`config.mk`:
```
export PLATFORM = sky130hd
export DESIGN_NAME = serial_command_word_matcher_core_flat
export DESIGN_NICKNAME = d
export VERILOG_FILES = /design/src/hw/rtl/scwm_pkg.sv /design/src/hw/rtl/scwm_rx_if.sv /design/src/hw/rtl/scwm_req_if.sv /design/src/hw/rtl/serial_command_word_matcher_core.sv /design/src/flat_wrapper.sv
export SDC_FILE = /design/constraint.sdc
export NUM_CORES = 1
export LEC_CHECK = 0
export ABC_AREA = 1
export ABC_CLOCK_PERIOD_IN_PS = 5900
export BUFFER_PORTS_ARGS = -buffer_cell sky130_fd_sc_hd__buf_2
export CAP_MARGIN = 15
export CELL_PAD_IN_SITES_DETAIL_PLACEMENT = 1
export CELL_PAD_IN_SITES_GLOBAL_PLACEMENT = 1
export CORE_MARGIN = 2
export CORE_UTILIZATION = 46
export DETAILED_ROUTE_END_ITERATION = 10
export GPL_TIMING_DRIVEN = 1
export PLACE_DENSITY_LB_ADDON = 0.15
export SLEW_MARGIN = 20
export SYNTH_ARGS = -nofsm -noshare
export SYNTH_HDL_FRONTEND = slang
export SYNTH_SLANG_ARGS = --single-unit
```
`constraint.sdc`:
```
create_clock -name i_clk -period 5.9 [get_ports i_clk]
set_input_delay 0.295 -clock i_clk [delete_from_list [all_inputs] [get_ports i_clk]]
set_output_delay 0.295 -clock i_clk [all_outputs]
set_load 0.02 [all_outputs]
```
`src/hw/rtl/scwm_pkg.sv`:
```
// Package for the serial command word matcher: request codes, characters, keyword compare.
package scwm_pkg;

    localparam int WORD_BUFFER_SIZE_DEF = 16;
    localparam int KEY_LEN              = 5;

    typedef enum logic [2:0] {
        REQ_START   = 3'd0,
        REQ_STOP    = 3'd1,
        REQ_RESET   = 3'd2,
        REQ_DIST    = 3'd3,
        REQ_HOLD    = 3'd4,
        REQ_UNKNOWN = 3'd5
    } t_request;

    // First character of a word sits in the top byte, so string literals compare directly.
    typedef logic [KEY_LEN-1:0][7:0] t_word;

    typedef struct packed {
        logic     hit;
        t_request req;
    } t_match;

    localparam logic [7:0] CH_ONE    = "1";
    localparam logic [7:0] CH_ZERO   = "0";
    localparam logic [7:0] CH_H_LO   = "h";
    localparam logic [7:0] CH_H_UP   = "H";
    localparam logic [7:0] CH_R_LO   = "r";
    localparam logic [7:0] CH_R_UP   = "R";
    localparam logic [7:0] CH_D_LO   = "d";
    localparam logic [7:0] CH_D_UP   = "D";
    localparam logic [7:0] CH_CR     = 8'h0D;
    localparam logic [7:0] CH_LF     = 8'h0A;
    localparam logic [7:0] CH_A_LO   = "a";
    localparam logic [7:0] CH_Z_LO   = "z";
    localparam logic [7:0] CASE_BIT  = 8'h20;

    localparam logic [39:0] KW_START = "START";
    localparam logic [31:0] KW_STOP  = "STOP";
    localparam logic [39:0] KW_RESET = "RESET";
    localparam logic [31:0] KW_DIST  = "DIST";

    function automatic logic [7:0] to_upper(input logic [7:0] b);
        logic [7:0] r;
        r = b;
        if (b >= CH_A_LO && b <= CH_Z_LO) begin
            r = b & ~CASE_BIT;
        end
        return r;
    endfunction

    // is4 / is5: the word holds exactly four / five characters.
    function automatic t_match match_word(input t_word w, input logic is4, input logic is5);
        t_match m;
        m.hit = 1'b1;
        m.req = REQ_UNKNOWN;
        if (is5 && w == KW_START) begin
            m.req = REQ_START;
        end else if (is4 && w[KEY_LEN-1:1] == KW_STOP) begin
            m.req = REQ_STOP;
        end else if (is5 && w == KW_RESET) begin
            m.req = REQ_RESET;
        end else if (is4 && w[KEY_LEN-1:1] == KW_DIST) begin
            m.req = REQ_DIST;
        end else begin
            m.hit = 1'b0;
        end
        return m;
    endfunction

endpackage

```
`src/hw/rtl/scwm_rx_if.sv`:
```
// Byte channel into the matcher: valid, ready and one received byte.
interface scwm_rx_if;
    logic       valid;
    logic       ready;
    logic [7:0] rx_byte;

    modport source (output valid, output rx_byte, input ready);
    modport sink   (input valid, input rx_byte, output ready);
endinterface

```
`src/hw/rtl/scwm_req_if.sv`:
```
// Request channel out of the matcher: valid, ready and one request code.
interface scwm_req_if;
    logic       valid;
    logic       ready;
    logic [2:0] request;

    modport source (output valid, output request, input ready);
    modport sink   (input valid, input request, output ready);
endinterface

```
`src/hw/rtl/serial_command_word_matcher_core.sv`:
```
// Serial command word matcher: byte decode, word buffer and keyword compare in one pass.
// Flow: a transferred byte is held in the input register and decoded once the result
//   slot is free; its request, if any, stays registered until the sink takes it.
// Throughput: one byte per cycle unless o_req stalls; the compare is one parallel pass.
// Reset (i_rst_n low, synchronous): empties the input and output registers and sets the
//   word length to zero; stored characters keep stale data and are never read unwritten.
module serial_command_word_matcher_core
    import scwm_pkg::*;
#(
    parameter int WORD_BUFFER_SIZE = WORD_BUFFER_SIZE_DEF
) (
    input  logic          i_clk,
    input  logic          i_rst_n,
    scwm_rx_if.sink       i_rx,
    scwm_req_if.source    o_req
);

    localparam int LEN_W = $clog2(WORD_BUFFER_SIZE);
    localparam logic [LEN_W-1:0] CAPACITY = LEN_W'(WORD_BUFFER_SIZE - 1);

    // Input register
    logic       r_in_valid;
    logic [7:0] r_in_byte;

    // Word state: only the first KEY_LEN characters can ever decide a match,
    // so only those are kept; the length still counts up to full capacity.
    logic [LEN_W-1:0] r_len,  n_len;
    t_word            r_word, n_word;

    // Output register
    logic     r_out_valid, n_out_valid;
    t_request r_out_req,   n_out_req;

    logic     advance;
    logic     process;
    logic [7:0] up_byte;
    t_word    cand_word;
    t_match   m_line, m_append;

    // Advance the decode stage whenever the result slot is free or being drained.
    assign advance    = !r_out_valid || o_req.ready;
    assign process    = r_in_valid && advance;
    assign i_rx.ready = !r_in_valid || advance;

    assign o_req.valid   = r_out_valid;
    assign o_req.request = r_out_req;

    assign up_byte = to_upper(r_in_byte);

    // Word as it would stand after appending the current byte.
    always_comb begin
        for (int i = 0; i < KEY_LEN; i++) begin
            cand_word[KEY_LEN-1-i] = (r_len == LEN_W'(i)) ? up_byte : r_word[KEY_LEN-1-i];
        end
    end

    assign m_line   = match_word(r_word, r_len == LEN_W'(4), r_len == LEN_W'(5));
    assign m_append = match_word(cand_word, r_len == LEN_W'(3), r_len == LEN_W'(4));

    always_comb begin
        n_len       = r_len;
        n_word      = r_word;
        n_out_req   = r_out_req;
        n_out_valid = r_out_valid && !o_req.ready;
        if (process) begin
            n_out_valid = 1'b0;
            case (r_in_byte)
                CH_ONE: begin
                    n_len = '0; n_out_valid = 1'b1; n_out_req = REQ_START;
                end
                CH_ZERO: begin
                    n_len = '0; n_out_valid = 1'b1; n_out_req = REQ_STOP;
                end
                CH_H_LO, CH_H_UP: begin
                    n_len = '0; n_out_valid = 1'b1; n_out_req = REQ_HOLD;
                end
                CH_R_LO, CH_R_UP: begin
                    n_len = '0; n_out_valid = 1'b1; n_out_req = REQ_RESET;
                end
                CH_D_LO, CH_D_UP: begin
                    n_len = '0; n_out_valid = 1'b1; n_out_req = REQ_DIST;
                end
                CH_CR, CH_LF: begin
                    // Line end on an empty word: drop silently.
                    if (r_len != '0) begin
                        n_len       = '0;
                        n_out_valid = 1'b1;
                        n_out_req   = m_line.hit ? m_line.req : REQ_UNKNOWN;
                    end
                end
                default: begin
                    if (r_len < CAPACITY) begin
                        n_word = cand_word;
                        if (m_append.hit) begin
                            n_len       = '0;
                            n_out_valid = 1'b1;
                            n_out_req   = m_append.req;
                        end else begin
                            n_len = r_len + LEN_W'(1);
                        end
                    end else begin
                        // Full buffer: clear it and drop the byte.
                        n_len = '0;
                    end
                end
            endcase
        end
    end

    always_ff @(posedge i_clk) begin
        if (!i_rst_n) begin
            r_in_valid  <= 1'b0;
            r_out_valid <= 1'b0;
            r_len       <= '0;
        end else begin
            if (i_rx.valid && i_rx.ready) begin
                r_in_valid <= 1'b1;
            end else if (process) begin
                r_in_valid <= 1'b0;
            end
            r_out_valid <= n_out_valid;
            r_len       <= n_len;
        end
    end

    // Payload registers: no reset needed.
    always_ff @(posedge i_clk) begin
        if (i_rx.valid && i_rx.ready) begin
            r_in_byte <= i_rx.rx_byte;
        end
        r_word    <= n_word;
        r_out_req <= n_out_req;
    end

endmodule
```
`src/flat_wrapper.sv`:
```
// flat-port wrapper written by rule: the top's interface ports become plain ports
module serial_command_word_matcher_core_flat import scwm_pkg::*;
#(
    parameter int WORD_BUFFER_SIZE = WORD_BUFFER_SIZE_DEF
)
  (i_clk, i_rst_n, i_rx_valid, i_rx_rx_byte, i_rx_ready, o_req_valid, o_req_request, o_req_ready);
  scwm_rx_if i_rx_i ();
  scwm_req_if o_req_i ();
  input  logic i_clk;
  input  logic i_rst_n;
  input wire logic [$bits(i_rx_i.valid)-1:0] i_rx_valid;
  input wire logic [$bits(i_rx_i.rx_byte)-1:0] i_rx_rx_byte;
  output wire logic [$bits(i_rx_i.ready)-1:0] i_rx_ready;
  output wire logic [$bits(o_req_i.valid)-1:0] o_req_valid;
  output wire logic [$bits(o_req_i.request)-1:0] o_req_request;
  input wire logic [$bits(o_req_i.ready)-1:0] o_req_ready;
  assign i_rx_i.valid = i_rx_valid;
  assign i_rx_i.rx_byte = i_rx_rx_byte;
  assign i_rx_ready = i_rx_i.ready;
  assign o_req_valid = o_req_i.valid;
  assign o_req_request = o_req_i.request;
  assign o_req_i.ready = o_req_ready;
  serial_command_word_matcher_core #(.WORD_BUFFER_SIZE(WORD_BUFFER_SIZE)) u_core (.i_clk(i_clk), .i_rst_n(i_rst_n), .i_rx(i_rx_i), .o_req(o_req_i));
endmodule
```
# Yosys cells after proc, flatten, opt, wreduce, memory -nomap -nowiden

Cells that the tools add are included.
W data, S select, Z words.

Logic and storage cells: 108
Register bits: 57
Output and inout port bits: 5
Input port bits: 12

Bitwise operators: 1
Eq/ne operators: 24
Muxes and demuxes: 38
Reduce and logical (&&, ||, !) cells: 31
Magnitude comparators: 3
Add/subtract/negate cells: 1

Operator list:

| cell                   | number |
|---|---|
| $eq A40 B39 Y1 const B | 4 |
| $eq A32 B31 Y1 const B | 4 |
| $eq A8 B7 Y1 const B   | 6 |
| $mux W8                | 5 |
| $mux W3                | 12 |
| $pmux W3 S6            | 1 |
| $eq A8 B4 Y1 const B   | 2 |
| $eq A8 B6 Y1 const B   | 2 |
| $mux W1                | 14 |
| $reduce_bool A7 Y1     | 2 |
| $logic_and A1 B1 Y1    | 12 |
| $mux W4                | 3 |
| $reduce_or A10 Y1      | 1 |
| $eq A4 B2 Y1 const B   | 2 |
| $eq A4 B3 Y1 const B   | 2 |
| $ge A8 B7 Y1 const B   | 1 |
| $le A8 B7 Y1 const B   | 1 |
| $pmux W4 S2            | 1 |
| $reduce_or A2 Y1       | 4 |
| $reduce_or A8 Y1       | 1 |
| $mux W6                | 1 |
| $add A4 B1 Y4 const B  | 1 |
| $eq A4 B1 Y1 const B   | 1 |
| $logic_not A4 Y1       | 1 |
| other kinds (11)       | 14 |

# Logic depth before layout (Yosys ltp)

Gate-level depths: netlist (run 1).

Depth after elaboration: 14
Mapped depth: 17
Depth with buffers taken out: 16

# Worst setup path after synthesis (run 1)

OpenSTA, ideal clock, no wires.

Path kind: register to register
From: reg u_core.r_len[0]
To: reg u_core.r_len[3]
Library setup time: 70 ps
Arrival: 4,755 ps
Stages on the path, launching flop included: 14
Clock period less this slack: 4,825 ps
Required time: 5,830 ps
Path buffers: 2
Slack: 1,075 ps
Cell sequence: dfxtp_1 inv_1 ha_1 buf_2 nand2_4 buf_6 inv_2 nand2_1 nand2_1 nor3_1 nand3_1 nor2_2 nand2_1 a21oi_1

Longest elaborated chain between the ends: 11
Elaborated cells between the ends (all ways): 30
Classes of those cells: add/sub (1); order compare (1); eq/ne (9); mux (12); reduce/logical (7)

RTL lines:

| what                                       | RTL line                                                                       | text |
|---|---|---|
| start, declared                            | serial_command_word_matcher_core.sv:27                                         | `logic [LEN_W-1:0] r_len, n_len;` |
| start signal, assigned                     | serial_command_word_matcher_core.sv:122                                        | `r_len <= n_len;` |
| $eq A4 B2 Y1, or another cell as far along | serial_command_word_matcher_core.sv:53, serial_command_word_matcher_core.sv:58 |  |
| $mux W8                                    | serial_command_word_matcher_core.sv:53                                         | `cand_word[KEY_LEN-1-i] = (r_len == LEN_W'(i)) ? up_byte : r_word[KEY_LEN-1-i];` |
| $eq A32 B31 Y1                             | scwm_pkg.sv:63                                                                 | `end else if (is4 && w[KEY_LEN-1:1] == KW_DIST) begin` |
| $logic_and A1 B1 Y1                        | scwm_pkg.sv:63                                                                 |  |
| $mux W1                                    | scwm_pkg.sv:63                                                                 |  |
| $mux W1                                    | scwm_pkg.sv:61                                                                 | `end else if (is5 && w == KW_RESET) begin` |
| $mux W1                                    | scwm_pkg.sv:59                                                                 | `end else if (is4 && w[KEY_LEN-1:1] == KW_STOP) begin` |
| $mux W1                                    | scwm_pkg.sv:57                                                                 | `if (is5 && w == KW_START) begin` |
| $mux W4                                    | serial_command_word_matcher_core.sv:94                                         | `if (m_append.hit) begin` |
| $mux W4                                    | serial_command_word_matcher_core.sv:92                                         | `if (r_len < CAPACITY) begin` |
| $pmux W4 S2                                | serial_command_word_matcher_core.sv:67                                         | `case (r_in_byte)` |

Several ways; a longest one is shown, not always the timed one.
A chain may end at the register's enable or synchronous reset.

==> summary.txt, run 1 <==
Stages on worst setup path - 11
crit-path cells - nor2_8, nand2_4, nand2_1, o21ai_1, nor2_1, nand4_1, nor2_1, nand3_1, nand3_1, o21bai_2, inv_2
drt wl/cell - 18.0 um
sequential area share after synthesis - 45.0%
final worst-path cycle share - 48.6%
number of remaining DRC errors - 0
post-layout util - 51.9%
power density over the cells - 268 mW/mm^2
gr usage total - 27.2%
Worst Setup End Kind - flop
Critical Path Fanout Max - 33
Clock Sink Count - 57
Hold Buf Count CTS - 0
Syn Area/Cell - 7.52 sq um
Initial Util - 47.5%
clk_lat worst skew - 360 ps
Synth Register Bits - 57
Reg clk slew, reported paths - 70 ps
FF-to-FF Start - u_core.r_len[2]$_SDFFE_PN0P_
Setup Skew - 11.9 ps
H-Tree Depth - 3
Hold Crit Class - in -> reg
largest net degree at the start of global routing - 42
critical path launch point type - flop
vias after detailed routing - 3315
setup total negative slack - 0 ps
Pins Over Slew Limit - 0
synthesized cell area - 0.00367 sq mm
antenna violations before repair - 0
total setup buffers inserted after CTS - 0
Arr. time, crit path - 2930 ps
maxcap violations - 0
# resized after CTS - 0
top cells by area, synth - edfxtp_1, nand2_1, nand3_1
vias in the first global route - 3444
first-pass GRT wire length - 17.6 mm
placed wire-length estimate - 8.03 mm
Pre-Repair DR Iteration Count - 5
CTS tree - done
Layout area overhead - 9.31%
total chip power - 0.00107 W
VDD IR max - 127 uV
post-synthesis cell count - 488
biggest area consumer among synthesized cells - edfxtp_1
FMAX - 0.349 GHz
Worst path top cell family by delay - simple AND/OR/NAND/NOR gates
Synth top area share - 41.7%
PortBufs - 16
core box area - 0.00773 sq mm
reg2reg setup slack - 3030 ps
reg2reg path depth - 11
Worst Path Required - 5970 ps
final wirelength - 10.9 mm
ANT cells - 0
Distinct cells, synth - 31
remaining global-route overflow - 0
end of the critical path - u_core.o_req.request[2]$_DFFE_PP_
Filler Cell Count - 987
ANT nets after route - 0
die height - 93.3 um
standard-cell rows - 32
drt first-iter violations - 240
path type of the worst setup path - reg -> reg
Total Die Area - 0.00871 sq mm
Crit-path slowest cell - nor2_8
Die Width - 93.3 um
worst setup path startpoint - u_core.r_len[2]$_SDFFE_PN0P_
nets - 517
Ports - 17
register area - 0.00165 sq mm
Max-slew headroom - 61.7%
status - completed
Max Root-Sink Buffers - 2
multi-input logic area - 0.00163 sq mm
commonest non-fill, non-tap cell in the layout - nand2_1
Final Hold Fails - 0
warning count from the yosys run - 0
cts bufs inserted - 9
final setup vio count - 0
most frequent cells in the layout - nand2_1, inv_1, nor2_1, nand3_1, edfxtp_1
slowest cell delay on critical path - 510 ps
RSZ-0062 raised after global routing - no
Worst Tran Pin Value - 575 ps
Final min period - 2870 ps
GP Congestion - 0.936
fraction of layout cells with a size suffix above 1 - 12.5%
Buf+Inv Stages, Crit Path - 1
static leakage - 1.79 nW
Root Buffer - clkbuf_8
Worst R2R End - u_core.o_req.request[2]$_DFFE_PP_
net count after synthesis - 504
DR vias/cell - 5.45
## layer usage
metal	vias to the layer above	GRT usage (%)	routed length, um
li1	1619	-	-
met1	1579	33.6	4610
met2	90	45.8	5380
met3	27	5.96	583
met4	0	11.4	349
met5	-	0	0
## through the flow
step	cell area [sq um]	setup WS, ps	cells	hold slack (ps)
6_report	4010	3030	608	116
2_1_floorplan	3670	1070	488	394
4_1_cts	4010	3020	608	111
5_1_grt	4010	2790	608	113
3_3_place_gp	3780	3180	592	471
3_5_place_dp	3780	3080	592	474
## registers in the layout (all words and copies together) (netlist names)
signal,count
u_core.r_in_byte,8
u_core.r_word,40
u_core.o_req.valid,1
u_core.r_in_valid,1
u_core.o_req.request,3
u_core.r_len,4
## final cells by class
cell class	instances	share of cell area, %
Tap cell	102	3.18
Clock buffer	9	3.09
Clock inverter	7	2.71
Multi-Input combinational cell	340	40.5
Timing Repair Buffer	17	2.18
Sequential cell	57	41.2
Inverter	76	7.11
## power by group
group          internal (W)  switching, W  total, W  leakage, nW
sequential         0.000468     0.0000241  0.000492        0.526
combinational     0.0000358     0.0000946  0.000130         1.14
clock              0.000277      0.000175  0.000452        0.120
## how the worst min path moves through the flow
stage	from	endpoint	slack [ps]	cells past startpoint
after floorplan	i_rx_rx_byte[0]	u_core.r_in_byte[0]$_DFFE_PP_	390	0
after global placement	i_rx_rx_byte[1]	u_core.r_in_byte[1]$_DFFE_PP_	470	1
after detailed placement	i_rx_rx_byte[1]	u_core.r_in_byte[1]$_DFFE_PP_	470	1
after CTS	i_rx_rx_byte[1]	u_core.r_in_byte[1]$_DFFE_PP_	110	1
after global routing	i_rx_rx_byte[6]	u_core.r_in_byte[6]$_DFFE_PP_	110	1
final	i_rx_rx_byte[1]	u_core.r_in_byte[1]$_DFFE_PP_	120	1
## synth_stat cells
cell	instances
nor4_1	7
nor2_8	1
edfxtp_1	51
o21ai_0	12
nand2_8	1
o21ai_2	1
ha_1	4
nand2_4	2
a21oi_1	6
buf_8	1
nand4_1	16
buf_2	5
inv_2	7
a21boi_0	1
xor2_1	1
a21oi_2	1
buf_6	5
nand2_1	134
nor2_1	65
buf_1	2
nor2_2	7
nand3_4	2
o21bai_2	1
nor3_1	7
dfxtp_1	6
inv_1	69
nand3_1	57
clkbuf_1	2
nand2_2	6
nor2_4	1
o21ai_1	7
## logic make-up (layout without fill, tap and decap cells)
logic type | count (synthesis) | in the layout | synth area share, %
AND/OR/NAND/NOR | 306 | 306 | 38.2
buffers and inverters | 91 | 109 | 10.8
flip-flops | 57 | 57 | 45.0
AO/OA/AOI/OAI | 29 | 29 | 4.40
adder cells (fa/ha/maj) | 4 | 4 | 1.36
XOR/XNOR | 1 | 1 | 0.239
Note: power is estimated with default switching activity, not from simulation.
==> run 2: changes to the inputs <==
ABC_CLOCK_PERIOD_IN_PS = 3000   (was 5900)
clock period = 3 ns   (was 5.9 ns; I/O delays follow)
==> summary.txt, run 2 (synthesis results as in run 1) <==
commonest non-fill, non-tap cell in the layout - nand2_1
FMAX - 0.377 GHz
Top Registers - u_core.r_word: 40 flops, u_core.r_in_byte: 8 flops, u_core.r_len: 4 flops
Worst R2R End - u_core.o_req.request[1]$_DFFE_PP_
critical path launch point type - flop
Initial Util - 47.5%
Clock Sink Count - 57
clk_lat worst skew - 350 ps
Filler Cell Count - 980
vias in the first global route - 3488
Ports - 17
Reg clk slew, reported paths - 70 ps
largest net degree at the start of global routing - 41
final wirelength - 11.4 mm
reg2reg setup slack - 350 ps
RSZ-0062 raised after global routing - no
hold path cells - 3
nets - 531
Worst Setup End Kind - flop
Arr. time, crit path - 2730 ps
final setup vio count - 0
end of the critical path - u_core.o_req.request[1]$_DFFE_PP_
antenna violations before repair - 0
drt first-iter violations - 211
static leakage - 1.82 nW
drt wl/cell - 18.4 um
GP Congestion - 0.957
FF-to-FF Start - u_core.r_len[2]$_SDFFE_PN0P_
standard-cell rows - 32
power density over the cells - 474 mW/mm^2
ANT nets after route - 0
Critical Path Fanout Max - 29
die height - 93.3 um
Total Die Area - 0.00871 sq mm
Worst Tran Pin Value - 514 ps
number of remaining DRC errors - 0
post-layout util - 53.1%
final worst-path cycle share - 88.5%
ANT cells - 0
H-Tree Depth - 3
Setup Skew - 10.9 ps
Pins Over Slew Limit - 0
total setup buffers inserted after CTS - 0
Worst Path Required - 3070 ps
core box area - 0.00773 sq mm
Max Root-Sink Buffers - 2
worst setup path startpoint - u_core.r_len[2]$_SDFFE_PN0P_
most frequent cells in the layout - nand2_1, inv_1, nor2_1, nand3_1, edfxtp_1
fraction of layout cells with a size suffix above 1 - 12.9%
maxcap violations - 0
VDD IR max - 285 uV
Root Buffer - clkbuf_8
status - completed
Layout area overhead - 11.8%
remaining global-route overflow - 0
DR vias/cell - 5.36
PortBufs - 16
vias after detailed routing - 3336
Largest register FFs - 40
CTS tree - done
Reg with most FFs - u_core.r_word
Max-slew headroom - 65.7%
placed wire-length estimate - 8.85 mm
Pre-Repair DR Iteration Count - 4
setup total negative slack - 0 ps
first-pass GRT wire length - 18.2 mm
gr usage total - 28.4%
reg2reg path depth - 13
Die Width - 93.3 um
cts bufs inserted - 9
path type of the worst setup path - reg -> reg
Hold Crit Class - in -> reg
Final min period - 2650 ps
Final Hold Fails - 0
==> run 2: metal layers <==
metal  track usage, %  up-vias  wire (um)
met5                0        -          0
met2             47.4      100       5580
met4             12.0        0        338
met1             35.5     1567       4790
li1                 -     1645          -
met3             5.96       24        741
==> run 2: critical path, cell delays in order (launching register included) <==
cell and delay [ps]:
dfxtp_1 360, nor2_8 440, nand2_2 300, nand2_1 140, nand2_1 100, nor2_1 110
nand2_1 90, nor2_1 200, nand3_1 100, nor2_1 140, nand2_2 100, nand2_2 90
o21bai_2 90, inv_2 100
==> run 2: how the worst min path moves through the flow <==
stage	endpoint	from
after global routing	u_core.r_in_valid$_SDFFE_PN0P_	i_rx_valid
final	u_core.r_in_valid$_SDFFE_PN0P_	i_rx_valid
after floorplan	u_core.r_in_byte[0]$_DFFE_PP_	i_rx_rx_byte[0]
after detailed placement	u_core.r_in_byte[4]$_DFFE_PP_	i_rx_rx_byte[4]
after CTS	u_core.r_in_valid$_SDFFE_PN0P_	i_rx_valid
after global placement	u_core.r_in_byte[1]$_DFFE_PP_	i_rx_rx_byte[1]
==> run 2: repair_timing <==
action                     4_1_cts  5_1_grt
setup endpoints to repair        0        3
hold buffers                     8        0
hold endpoints to repair         8        0
resized for setup                0        1
==> run 2: cell type report <==
type                    instances  area [sq um]  share of cell area (%)
clock buffers                  12           135                    3.29
clock inverters                 4          43.8                    1.07
inverters                      76           285                    6.95
multi-input cells             340          1640                    39.8
flip-flops and latches         57          1650                    40.2
well taps                     102           128                    3.11
repair buffers                 31           225                    5.49
==> run 2: report_power, final <==
part	switching, W	internal (W)
Sequential	0.0000416	0.000920
Combinational	0.000195	0.0000847
Clock	0.000326	0.000379
==> run 2: through the flow <==
| stage | worst slack, ps | total power [W] | hold slack, ps | cell area (sq um) | instances |
|---|---|---|---|---|---|
| finish | 346 | 0.00195 | 73.9 | 4100 | 622 |
| global route | 108 | 0.00202 | 92.5 | 4100 | 622 |
| CTS | 219 | 0.00194 | 73.7 | 4100 | 622 |
| detailed placement | 239 | 0.00125 | 329 | 3840 | 598 |
| global placement | 332 | 0.00124 | 326 | 3840 | 598 |
| floorplan | 102 | 0.00115 | 249 | 3680 | 488 |
